===== src/rtl/core/mctc_pkg.sv =====
// Shared constants and helpers for the minute countdown timer controller.
// Holds key codes, the seven-segment table and the decimal digit split.
// No dependencies.
`timescale 1ns / 1ps

package mctc_pkg;

  typedef logic [1:0] key_code_t;

  localparam key_code_t KEY_NONE   = 2'd0;
  localparam key_code_t KEY_SELECT = 2'd1;
  localparam key_code_t KEY_SET    = 2'd2;
  localparam key_code_t KEY_RUN    = 2'd3;

  localparam logic [6:0] TICKS_PER_SECOND = 7'd125;
  localparam logic [6:0] BLINK_ON_TICK    = 7'd63;
  localparam logic [6:0] BLINK_OFF_TICK   = 7'd1;
  localparam logic [6:0] MINUTES_MAX      = 7'd99;
  localparam logic [5:0] SECONDS_MAX      = 6'd59;
  localparam logic [7:0] DEBOUNCE_RESET   = 8'd5;
  localparam logic [6:0] PRESET_RESET     = 7'd8;
  localparam logic [7:0] SEG_BLANK        = 8'hff;

  // Active-low seven-segment code; codes above nine show blank.
  function automatic logic [7:0] seg_code(input logic [3:0] digit);
    logic [7:0] seg;
    unique case (digit)
      4'd0:    seg = ~8'h3f;
      4'd1:    seg = ~8'h06;
      4'd2:    seg = ~8'h5b;
      4'd3:    seg = ~8'h4f;
      4'd4:    seg = ~8'h66;
      4'd5:    seg = ~8'h6d;
      4'd6:    seg = ~8'h7d;
      4'd7:    seg = ~8'h07;
      4'd8:    seg = ~8'h7f;
      4'd9:    seg = ~8'h6f;
      default: seg = SEG_BLANK;
    endcase
    return seg;
  endfunction

  // Tens digit by reciprocal multiply; exact for every 7-bit value.
  function automatic logic [3:0] tens_of(input logic [6:0] value);
    logic [14:0] prod;
    prod = 15'(value) * 15'd205;
    return prod[14:11];
  endfunction

  function automatic logic [3:0] ones_of(input logic [6:0] value);
    logic [6:0] rem;
    rem = value - 7'(tens_of(value)) * 7'd10;
    return rem[3:0];
  endfunction

endpackage


===== src/rtl/core/minute_countdown_timer_controller.sv =====
// Minute countdown timer controller top level.
// Depends on mctc_pkg for key codes, segment table and digit helpers.
// Usage:
//   One slave word per 8 ms tick carries the raw active-low key sample in
//   s_tdata[2:0] (bit0 run/stop, bit1 set, bit2 select, rest zero).
//   Each accepted word yields exactly one master word:
//     m_tdata[7:0]   segments (active-low a..g, dot in bit 7)
//     m_tdata[8]     digit_select (1 = tens)
//     m_tdata[9]     relay_on
//     m_tdata[16:10] minutes_left
//     m_tdata[22:17] seconds_left, m_tdata[23] zero.
//   The whole tick update is combinational from the state registers into
//   the output register, so a word can be taken every cycle while the
//   receiver does not stall. The single output register sets that rate.
//   When the receiver stalls, the output word holds and s_tready drops
//   until it is taken; s_tready stays high while the output word is taken
//   in the same cycle.
//   Reset (rst, synchronous) restores 8:00 stopped with tens flashing,
//   debounce_ticks 5, and empties the output register.
//   The user writes debounce_ticks through cfg_wr_en / cfg_wr_data only while idle; the block does not enforce it.
`timescale 1ns / 1ps

module minute_countdown_timer_controller
  import mctc_pkg::*;
(
  input  logic        clk,
  input  logic        rst,
  input  logic        cfg_wr_en,
  input  logic [7:0]  cfg_wr_data,
  input  logic        s_tvalid,
  output logic        s_tready,
  input  logic [7:0]  s_tdata,   // [2:0] key_sample, [7:3] zero
  output logic        m_tvalid,
  input  logic        m_tready,
  output logic [23:0] m_tdata    // segments, digit_select, relay_on,
                                 // minutes_left, seconds_left, zero pad
);

  logic [7:0] debounce_ticks;
  logic [6:0] tick_count, tick_count_next;
  logic [5:0] seconds, seconds_next;
  logic [6:0] minutes, minutes_next;
  logic [6:0] preset_minutes, preset_minutes_next;
  logic       running, running_next;
  logic       blink_phase, blink_phase_next;
  logic       scan_tens, scan_tens_next;
  logic       flash_ones, flash_ones_next;
  logic       flash_tens, flash_tens_next;
  key_code_t  last_key, last_key_next;
  logic [7:0] key_count, key_count_next;

  logic [7:0] seg;
  logic       dsel;
  logic       key_pending;
  key_code_t  code;
  logic [3:0] tens_digit, ones_digit;
  logic       accept;

  assign s_tready = !m_tvalid || m_tready;
  assign accept   = s_tvalid && s_tready;

  always_comb begin
    tick_count_next     = tick_count + 7'd1;
    seconds_next        = seconds;
    minutes_next        = minutes;
    preset_minutes_next = preset_minutes;
    running_next        = running;
    blink_phase_next    = blink_phase;
    flash_ones_next     = flash_ones;
    flash_tens_next     = flash_tens;
    last_key_next       = last_key;
    key_count_next      = key_count;
    key_pending         = 1'b0;

    // Tick counter, blink phase and once-a-second countdown.
    if (tick_count_next == BLINK_OFF_TICK) begin
      blink_phase_next = 1'b0;
    end else if (tick_count_next == BLINK_ON_TICK) begin
      blink_phase_next = 1'b1;
    end else if (tick_count_next == TICKS_PER_SECOND) begin
      tick_count_next = '0;
      if (running) begin
        if (seconds == '0) begin
          seconds_next = SECONDS_MAX;
          if (minutes != '0) minutes_next = minutes - 7'd1;
        end else begin
          seconds_next = seconds - 6'd1;
        end
      end
    end

    // Display shows the minutes before this tick's key action.
    tens_digit = tens_of(minutes_next);
    ones_digit = ones_of(minutes_next);
    scan_tens_next = !scan_tens;
    if (scan_tens) begin
      dsel = 1'b1;
      seg  = seg_code(tens_digit);
      if (flash_tens && blink_phase_next) seg = SEG_BLANK;
    end else begin
      dsel = 1'b0;
      seg  = seg_code(ones_digit);
      if (flash_ones && blink_phase_next) seg = SEG_BLANK;
      if (running && blink_phase_next) seg[7] = 1'b0;
    end

    // Only a pattern with exactly one key low is a key.
    unique case (s_tdata[2:0])
      3'b011:  code = KEY_SELECT;
      3'b101:  code = KEY_SET;
      3'b110:  code = KEY_RUN;
      default: code = KEY_NONE;
    endcase

    if (code != KEY_NONE) begin
      if (code == last_key) begin
        key_count_next = key_count + 8'd1;
        if (key_count_next >= debounce_ticks) begin
          key_pending    = 1'b1;
          key_count_next = '0;
        end
      end else begin
        last_key_next  = code;
        key_count_next = '0;
      end
    end else begin
      key_count_next = '0;
      last_key_next  = KEY_NONE;
    end

    if (key_pending) begin
      if (running) begin
        unique case (last_key_next)
          KEY_SELECT: begin
            if (minutes_next < MINUTES_MAX) minutes_next = minutes_next + 7'd1;
          end
          KEY_SET: begin
            if (minutes_next != '0) minutes_next = minutes_next - 7'd1;
            else seconds_next = '0;
          end
          KEY_RUN: begin
            running_next     = 1'b0;
            blink_phase_next = 1'b0;
            scan_tens_next   = 1'b0;
            flash_ones_next  = 1'b0;
            flash_tens_next  = 1'b1;
          end
          default: ;
        endcase
      end else begin
        unique case (last_key_next)
          KEY_SELECT: begin
            flash_tens_next = flash_ones;
            flash_ones_next = !flash_ones;
          end
          KEY_SET: begin
            if (flash_tens) begin
              if (tens_digit == 4'd9) minutes_next = minutes_next - 7'd90;
              else minutes_next = minutes_next + 7'd10;
            end else begin
              if (ones_digit == 4'd9) minutes_next = minutes_next - 7'd9;
              else minutes_next = minutes_next + 7'd1;
            end
          end
          KEY_RUN: begin
            if (minutes_next != '0) begin
              running_next        = 1'b1;
              flash_tens_next     = 1'b0;
              flash_ones_next     = 1'b0;
              tick_count_next     = '0;
              preset_minutes_next = minutes_next;
            end
          end
          default: ;
        endcase
      end
      last_key_next = KEY_NONE;
    end

    // At 0:00 the timer stops and reloads the preset.
    if (minutes_next == '0 && seconds_next == '0) begin
      running_next     = 1'b0;
      blink_phase_next = 1'b0;
      scan_tens_next   = 1'b0;
      flash_ones_next  = 1'b0;
      flash_tens_next  = 1'b1;
      tick_count_next  = '0;
      minutes_next     = preset_minutes_next;
      seconds_next     = '0;
    end
  end

  always_ff @(posedge clk) begin
    if (rst) begin
      debounce_ticks <= DEBOUNCE_RESET;
      tick_count     <= '0;
      seconds        <= '0;
      minutes        <= PRESET_RESET;
      preset_minutes <= PRESET_RESET;
      running        <= 1'b0;
      blink_phase    <= 1'b0;
      scan_tens      <= 1'b0;
      flash_ones     <= 1'b0;
      flash_tens     <= 1'b1;
      last_key       <= KEY_NONE;
      key_count      <= '0;
      m_tvalid       <= 1'b0;
    end else begin
      if (cfg_wr_en) debounce_ticks <= cfg_wr_data;
      if (accept) begin
        tick_count     <= tick_count_next;
        seconds        <= seconds_next;
        minutes        <= minutes_next;
        preset_minutes <= preset_minutes_next;
        running        <= running_next;
        blink_phase    <= blink_phase_next;
        scan_tens      <= scan_tens_next;
        flash_ones     <= flash_ones_next;
        flash_tens     <= flash_tens_next;
        last_key       <= last_key_next;
        key_count      <= key_count_next;
        m_tvalid       <= 1'b1;
      end else if (m_tready) begin
        m_tvalid <= 1'b0;
      end
    end
  end

  always_ff @(posedge clk) begin
    if (accept) begin
      m_tdata <= {1'b0, seconds_next, minutes_next, running_next, dsel, seg};
    end
  end

endmodule


===== config.mk =====
export PLATFORM = sky130hd
export DESIGN_NAME = minute_countdown_timer_controller
export DESIGN_NICKNAME = d
export VERILOG_FILES = /design/src/rtl/core/mctc_pkg.sv /design/src/rtl/core/minute_countdown_timer_controller.sv
export SDC_FILE = /design/constraint.sdc
export NUM_CORES = 1
export LEC_CHECK = 0
export CAP_MARGIN = 20
export CORE_MARGIN = 8
export CORE_UTILIZATION = 30
export DETAILED_ROUTE_END_ITERATION = 16
export DONT_BUFFER_PORTS = 1
export PLACE_DENSITY = 0.41
export SETUP_SLACK_MARGIN = 0.5
export SYNTH_ARGS = -nofsm -noshare
export SYNTH_HDL_FRONTEND = slang
export SYNTH_SLANG_ARGS = --single-unit

===== constraint.sdc =====
create_clock -name clk -period 16.15 [get_ports clk]
set_input_delay 3.23 -clock clk [delete_from_list [all_inputs] [get_ports clk]]
set_output_delay 3.23 -clock clk [all_outputs]
set_load 0.02 [all_outputs]

==> results.toml, run 1 <==
[place]
globalplace.congestion = 0.848
pre_cts_slack_ps = 5410
hpwl_microns = 14600
portBuffers = 0

[route]
vias = 6115
first_pass_iters = 7
drt_iter0_markers = 439
viasPerCell = 5.51
wl_microns = 19800
wl_per_cell_microns = 17.9
drc = 0
antenna_left = 0

[worst_setup_path]
critPathMaxFanout = 15
rr_endpoint = "tick_count[3]"
endpoint_kind = "register"
worstSetupPathType = "reg -> reg"
start_kind = "register"
critPathSlowestCell = "nor4_4"
endpoint = "tick_count[3]"
r2r_start = "tick_count[1]"
r2r_cells = 38
reg2reg_setup_slack_ps = 5270
max_stage_delay_ps = 850
startpoint = "tick_count[1]"
crit_arrival_ps = 11110
required_ps = 16380

[finish]
num_antenna_cells = 0
nets = 927
final_util_pct = 32.5
syn_to_final_growth_pct = 7.94
drive_gt1_share_pct = 6.67

[global_route]
grt_max_degree = 48
grtUsageMet2_pct = 23.3
gr-usage-all-layers_pct = 14.3
grtUsageMet3_pct = 2.76
grt_pass1_wl_microns = 32200
grt_overflow = 0
grt_pass1_vias = 5949
antenna_found_initial = 0
use_met1_pct = 18.8
grt-busiest-layer = "met2"

[power_and_ir_drop]
leakagePower_nw = 2.89
ir_worst_vdd_mv = 0.0459
finalPower_uw = 720
power_density_nw_per_um2 = 99.0

[yosys]
synthesis.nets = 946
synth_area_per_cell_sq_um = 8.05
netlist.area_leader.share_pct = 15.1
synth_compound_area_share_pct = 21.5
ys.flop_type = "dfxtp_1"
yosysMostFrequentCell = "nor2_1"
yosys.cell_types.count = 83
yosysWarnings = 0
synth_xor_xnor_area_share_pct = 3.12
netlist_top_cells_count = "nor2_1 (89), ha_1 (78), nand2_1 (73), inv_1 (53), a21oi_1 (52)"
synth_edf_count = 23
synthSimpleGateAreaFrac_pct = 24.1
yosys.area_share.adder_pct = 17.1
syn_area_sq_um = 6740
synth.yosys.seq_area_share_pct = 25.4
synthesis.instances = 838
synth_top_family_by_area = "simple AND/OR/NAND/NOR gates"
synth_area_leaders = "dfxtp_1 (15%), ha_1 (14%), edfxtp_1 (10%)"
ys_seq_elements = 74
synth_area_leader_cell = "dfxtp_1"
synth_mux_area_share_pct = 2.95
async_flop_share_pct = 0

[sta]
max-slew-margin-rel_pct = 33.7
min_period_over_period_pct = 67.4
worst_slew_pin_slew_ps = 988
finalMaxSlewViolations = 0
whs_ps = 494
max_freq_mhz = 91.9
setup_viol = 0
fin_crit_ps = 10880
setup_slack_ps = 5270
fin_tns_setup_ps = 0
hold_viol_final = 0
grt_setup_unrepaired = "false"
finClkSkew_ps = 9.31

[floorplan]
io_pins = 47
initial_utilization_pct = 30.1
core_sq_um = 22400
fp.dieW_microns = 166
fp-row-count = 55
chipHeight_microns = 166
die_area_sq_um = 27500

[clock_tree]
clk_transition_reported_paths_ps = 60
clk-insertion-delay-late_ps = 340
cts_made_buffers = 9
cts_setup_buffers = 0
cts_tree = "built"
cts_resized = 0
cts_max_level = 3
ctsHoldBuffers = 0
clk_path_buf_depth = 2
cts_root_buffer = "clkbuf_16"
clock-sinks = 74

[run_status]
status = "completed"

[worst_hold_path]
hp-class = "reg -> reg"

[flow_run]
maxCapViolations = 0
==> worst max-delay path: cells and delay by family, from the launching register on <==
family | cells | cell delay, ps
mux | 1 | 410
fa+ha+maj | 7 | 2760
compound gates | 10 | 2440
buf+inv | 3 | 500
flops | 1 | 450
xor+xnor | 1 | 590
simple gates | 16 | 3570
==> sequential cells by signal, summed over array words and instances (netlist names) <==
register / count
preset_minutes: 7
flash_tens: 1
tick_count: 7
blink_phase: 1
m_tdata: 23
flash_ones: 1
m_tvalid: 1
key_count: 8
running: 1
seconds: 6
scan_tens: 1
debounce_ticks: 8
minutes: 7
last_key: 2
==> placed cells by master, fill, tap and decap left out, types with 6 or more instances in the layout <==
cell / count
a211oi_1: 9
a21o_1: 7
a21oi_1: 52
a22oi_1: 6
a31oi_1: 10
and2_1: 7
and3_1: 8
buf_4: 8
clkbuf_16: 9
dfxtp_1: 51
edfxtp_1: 23
fa_1: 9
ha_1: 78
inv_1: 52
mux2_2: 7
mux2i_1: 12
nand2_1: 73
nand2b_1: 10
nand3_1: 47
nand4_1: 6
nor2_1: 89
nor2b_1: 11
nor3_1: 26
nor4_1: 11
o211ai_1: 8
o21a_1: 7
o21ai_0: 34
o22ai_1: 8
or3_1: 11
xnor2_1: 13
xor2_1: 11
==> metal layers <==
| layer | up-vias | part of all wire [%] |
|---|---|---|
| met5 | - | 0 |
| met4 | 0 | 2.1 |
| met3 | 29 | 5.1 |
| met2 | 169 | 45 |
| met1 | 2917 | 47 |
| li1 | 3000 | - |
==> kinds of logic after synthesis <==
group	Yosys count
mux	19
compound gates	211
buf+inv	94
fa+ha+maj	87
other cells	1
simple gates	328
xor+xnor	24
flops	74
==> worst min-delay path by stage <==
| stage | startpoint | to | slack [ps] | depth (start not counted) |
|---|---|---|---|---|
| after floorplan | debounce_ticks[0] | debounce_ticks[0] | 450 | 2 |
| after global placement | preset_minutes[6] | preset_minutes[6] | 470 | 2 |
| after detailed placement | tick_count[6] | tick_count[6] | 480 | 1 |
| after CTS | preset_minutes[3] | preset_minutes[3] | 490 | 2 |
| after global routing | preset_minutes[3] | preset_minutes[3] | 510 | 2 |
| final | seconds[5] | seconds[5] | 490 | 2 |
==> cell type report <==
cell class              count  area, sq um
repair buffers              9         65.1
clock buffers              13          250
flip-flops and latches     74         1710
clock inverters             3         40.0
multi-input cells         670         4650
inverters                  55          208
fillers                  2325        15100
well taps                 285          357
==> report_power, final <==
group,switching [mW],leakage (nW),total [mW],internal (mW)
clock network,0.0764,0.144,0.200,0.124
registers,0.0223,0.637,0.238,0.215
logic,0.174,2.11,0.283,0.109
==> through the flow <==
stage / instances / cell area, sq um
global placement: 1092 / 6980
CTS: 1108 / 7270
global route: 1109 / 7280
floorplan: 838 / 6740
detailed placement: 1092 / 6980
finish: 1109 / 7280
No activity file was read; power rests on OpenSTA's default activity.
==> run 2: changes to the inputs <==
==> constraint.sdc (replaced) <==
create_clock -name clk -period 10.75 [get_ports clk]
set_input_delay 2.15 -clock clk [delete_from_list [all_inputs] [get_ports clk]]
set_output_delay 2.15 -clock clk [all_outputs]
set_load 0.02 [all_outputs]
==> run 2 against run 1 <==
Net effect: power is 51% higher; sequential share of layout area down 0.33 points; critical path type unchanged; highest routed layer unchanged; combinational power up 52%; via count shrank 0.44%; critical endpoint is now m_tdata[13].
==> results.toml, run 2 (synthesized netlist as in run 1, its figures left out) <==
[route]
viasPerCell = 5.44
first_pass_iters = 5
drt_iter0_markers = 436
antenna_left = 0
vias = 6088
wl_microns = 20000
wl_per_cell_microns = 17.8
drc = 0

[global_route]
grt_overflow = 0
antenna_found_initial = 0
grt_pass1_wl_microns = 32600
grt_max_degree = 48
gr-usage-all-layers_pct = 14.5
grt_pass1_vias = 5932

[floorplan]
die_area_sq_um = 27500
fp.dieW_microns = 166
chipHeight_microns = 166
core_sq_um = 22400
initial_utilization_pct = 30.1
fp-row-count = 55
io_pins = 47

[finish]
largest_register = "m_tdata"
largestRegisters = "m_tdata x23, debounce_ticks x8, key_count x8"
final_cell_mix = "nor2_1 (89), ha_1 (78), nand2_1 (73)"
largest_reg_flops = 23
final_common_cell = "nor2_1"
fin_cells = 1119
syn_to_final_growth_pct = 9.48
nets = 937
num_antenna_cells = 0
drive_gt1_share_pct = 8.27

[worst_setup_path]
critPathMaxFanout = 12
critical_path.most_common_cell = "ha_1"
max_stage_delay_ps = 520
startpoint = "tick_count[1]"
critPathSlowestCell = "fa_1"
worstSetupPathType = "reg -> reg"
crit_arrival_ps = 9790
required_ps = 10930
start_kind = "register"
r2r_start = "tick_count[1]"
endpoint_kind = "register"

[sta]
setup_viol = 0
finClkSkew_ps = 10.3
fin_tns_setup_ps = 0
max-slew-margin-rel_pct = 45.5
worst_slew_pin_slew_ps = 810
grt_setup_unrepaired = "false"
min_period_over_period_pct = 89.4
hold_viol_final = 0
finalMaxSlewViolations = 0
fin_crit_ps = 9610
max_freq_mhz = 104

[power_and_ir_drop]
leakagePower_nw = 2.94
power_frac_clock_pct = 27.8
power.internal_uw = 671
power_density_nw_per_um2 = 148
switching_share_pct = 38.4
seq_power_share_pct = 32.8
p_switching_uw = 419
ir_worst_vdd_mv = 0.0667
comb_power_share_pct = 39.4

[clock_tree]
cts_max_level = 3
clk-insertion-delay-late_ps = 340
clock-sinks = 74
ctsHoldBuffers = 0
cts_tree = "built"
clk_path_buf_depth = 2
cts_root_buffer = "clkbuf_16"
clk_transition_reported_paths_ps = 60
cts_made_buffers = 9

[place]
hpwl_microns = 15000
dp_cells = 1102
globalplace.congestion = 0.838
portBuffers = 0

[worst_hold_path]
hp-class = "reg -> reg"
hold_start = "seconds[5]"

[flow_run]
maxCapViolations = 0

[run_status]
status = "completed"
## run 2: cell count changes in the layout (fill, tap and decap cells not counted), sizes merged
cell / before / now
buf: 9 / 18
clkbuf: 13 / 10
clkinvlp: 0 / 3
clkinv: 4 / 5
## run 2: area by class of cell
type	instances	area [sq um]
multi-input combinational	670	4670
clock buffer	9	225
timing repair buffer	19	143
sequential	74	1710
clock inverter	7	70.1
fill	2370	15000
inverter	55	208
tap	285	357
## run 2: power groups by stage
stage	combinational [mW]	clock (mW)	sequential (mW)
final	0.429	0.303	0.357
after global routing	0.486	0.326	0.360
after CTS	0.431	0.313	0.358
after detailed placement	0.427	0	0.364
after global placement	0.421	0	0.364
after floorplan	0.335	0	0.359
## run 2: path summary, 6_finish.rpt
kind                       to  slack [ps]  depth (start not counted)
setup / recovery  m_tdata[13]        1140                         36
hold / removal     seconds[5]         490                          2
setup reg to reg  m_tdata[13]        1140                         36
hold reg to reg    seconds[5]         490                          2
## run 2: metal layers
metal / vias to the layer above / GRT usage, % / part of all wire, %
met4: 0 / 3.44 / 1.1
met1: 2939 / 19.4 / 49
li1: 3026 / - / -
met3: 14 / 2.90 / 3.9
met5: - / 0 / 0
met2: 109 / 23.5 / 46
## run 2: worst max-delay path, delay by kind of cell, from the launching register on
family	cells	cell delay, ps
AOI/OAI and AO/OA	9	2200
xor gates and xnor gates	1	230
adders and majority gates	7	2560
buffers and inverters	3	340
DFF	1	460
muxes	1	250
and+or+nand+nor	15	3400
## run 2: repair_timing
| action | CTS | global route |
|---|---|---|
| setup buffers | 0 | 0 |
| gates resized for setup | 0 | 3 |
| setup endpoints to repair | 0 | 27 |
## run 2: stage by stage
step | utilization (%) | hold slack, ps | worst slack (ps) | instance area (sq um) | power [mW]
2_1_floorplan | - | 448 | 1890 | 6740 | 0.695
3_3_place_gp | 31.6 | 467 | 913 | 7060 | 0.785
3_5_place_dp | 31.6 | 475 | 773 | 7060 | 0.791
4_1_cts | 32.9 | 490 | 693 | 7350 | 1.10
5_1_grt | 33.0 | 509 | 534 | 7380 | 1.17
6_report | 33.0 | 489 | 1140 | 7380 | 1.09
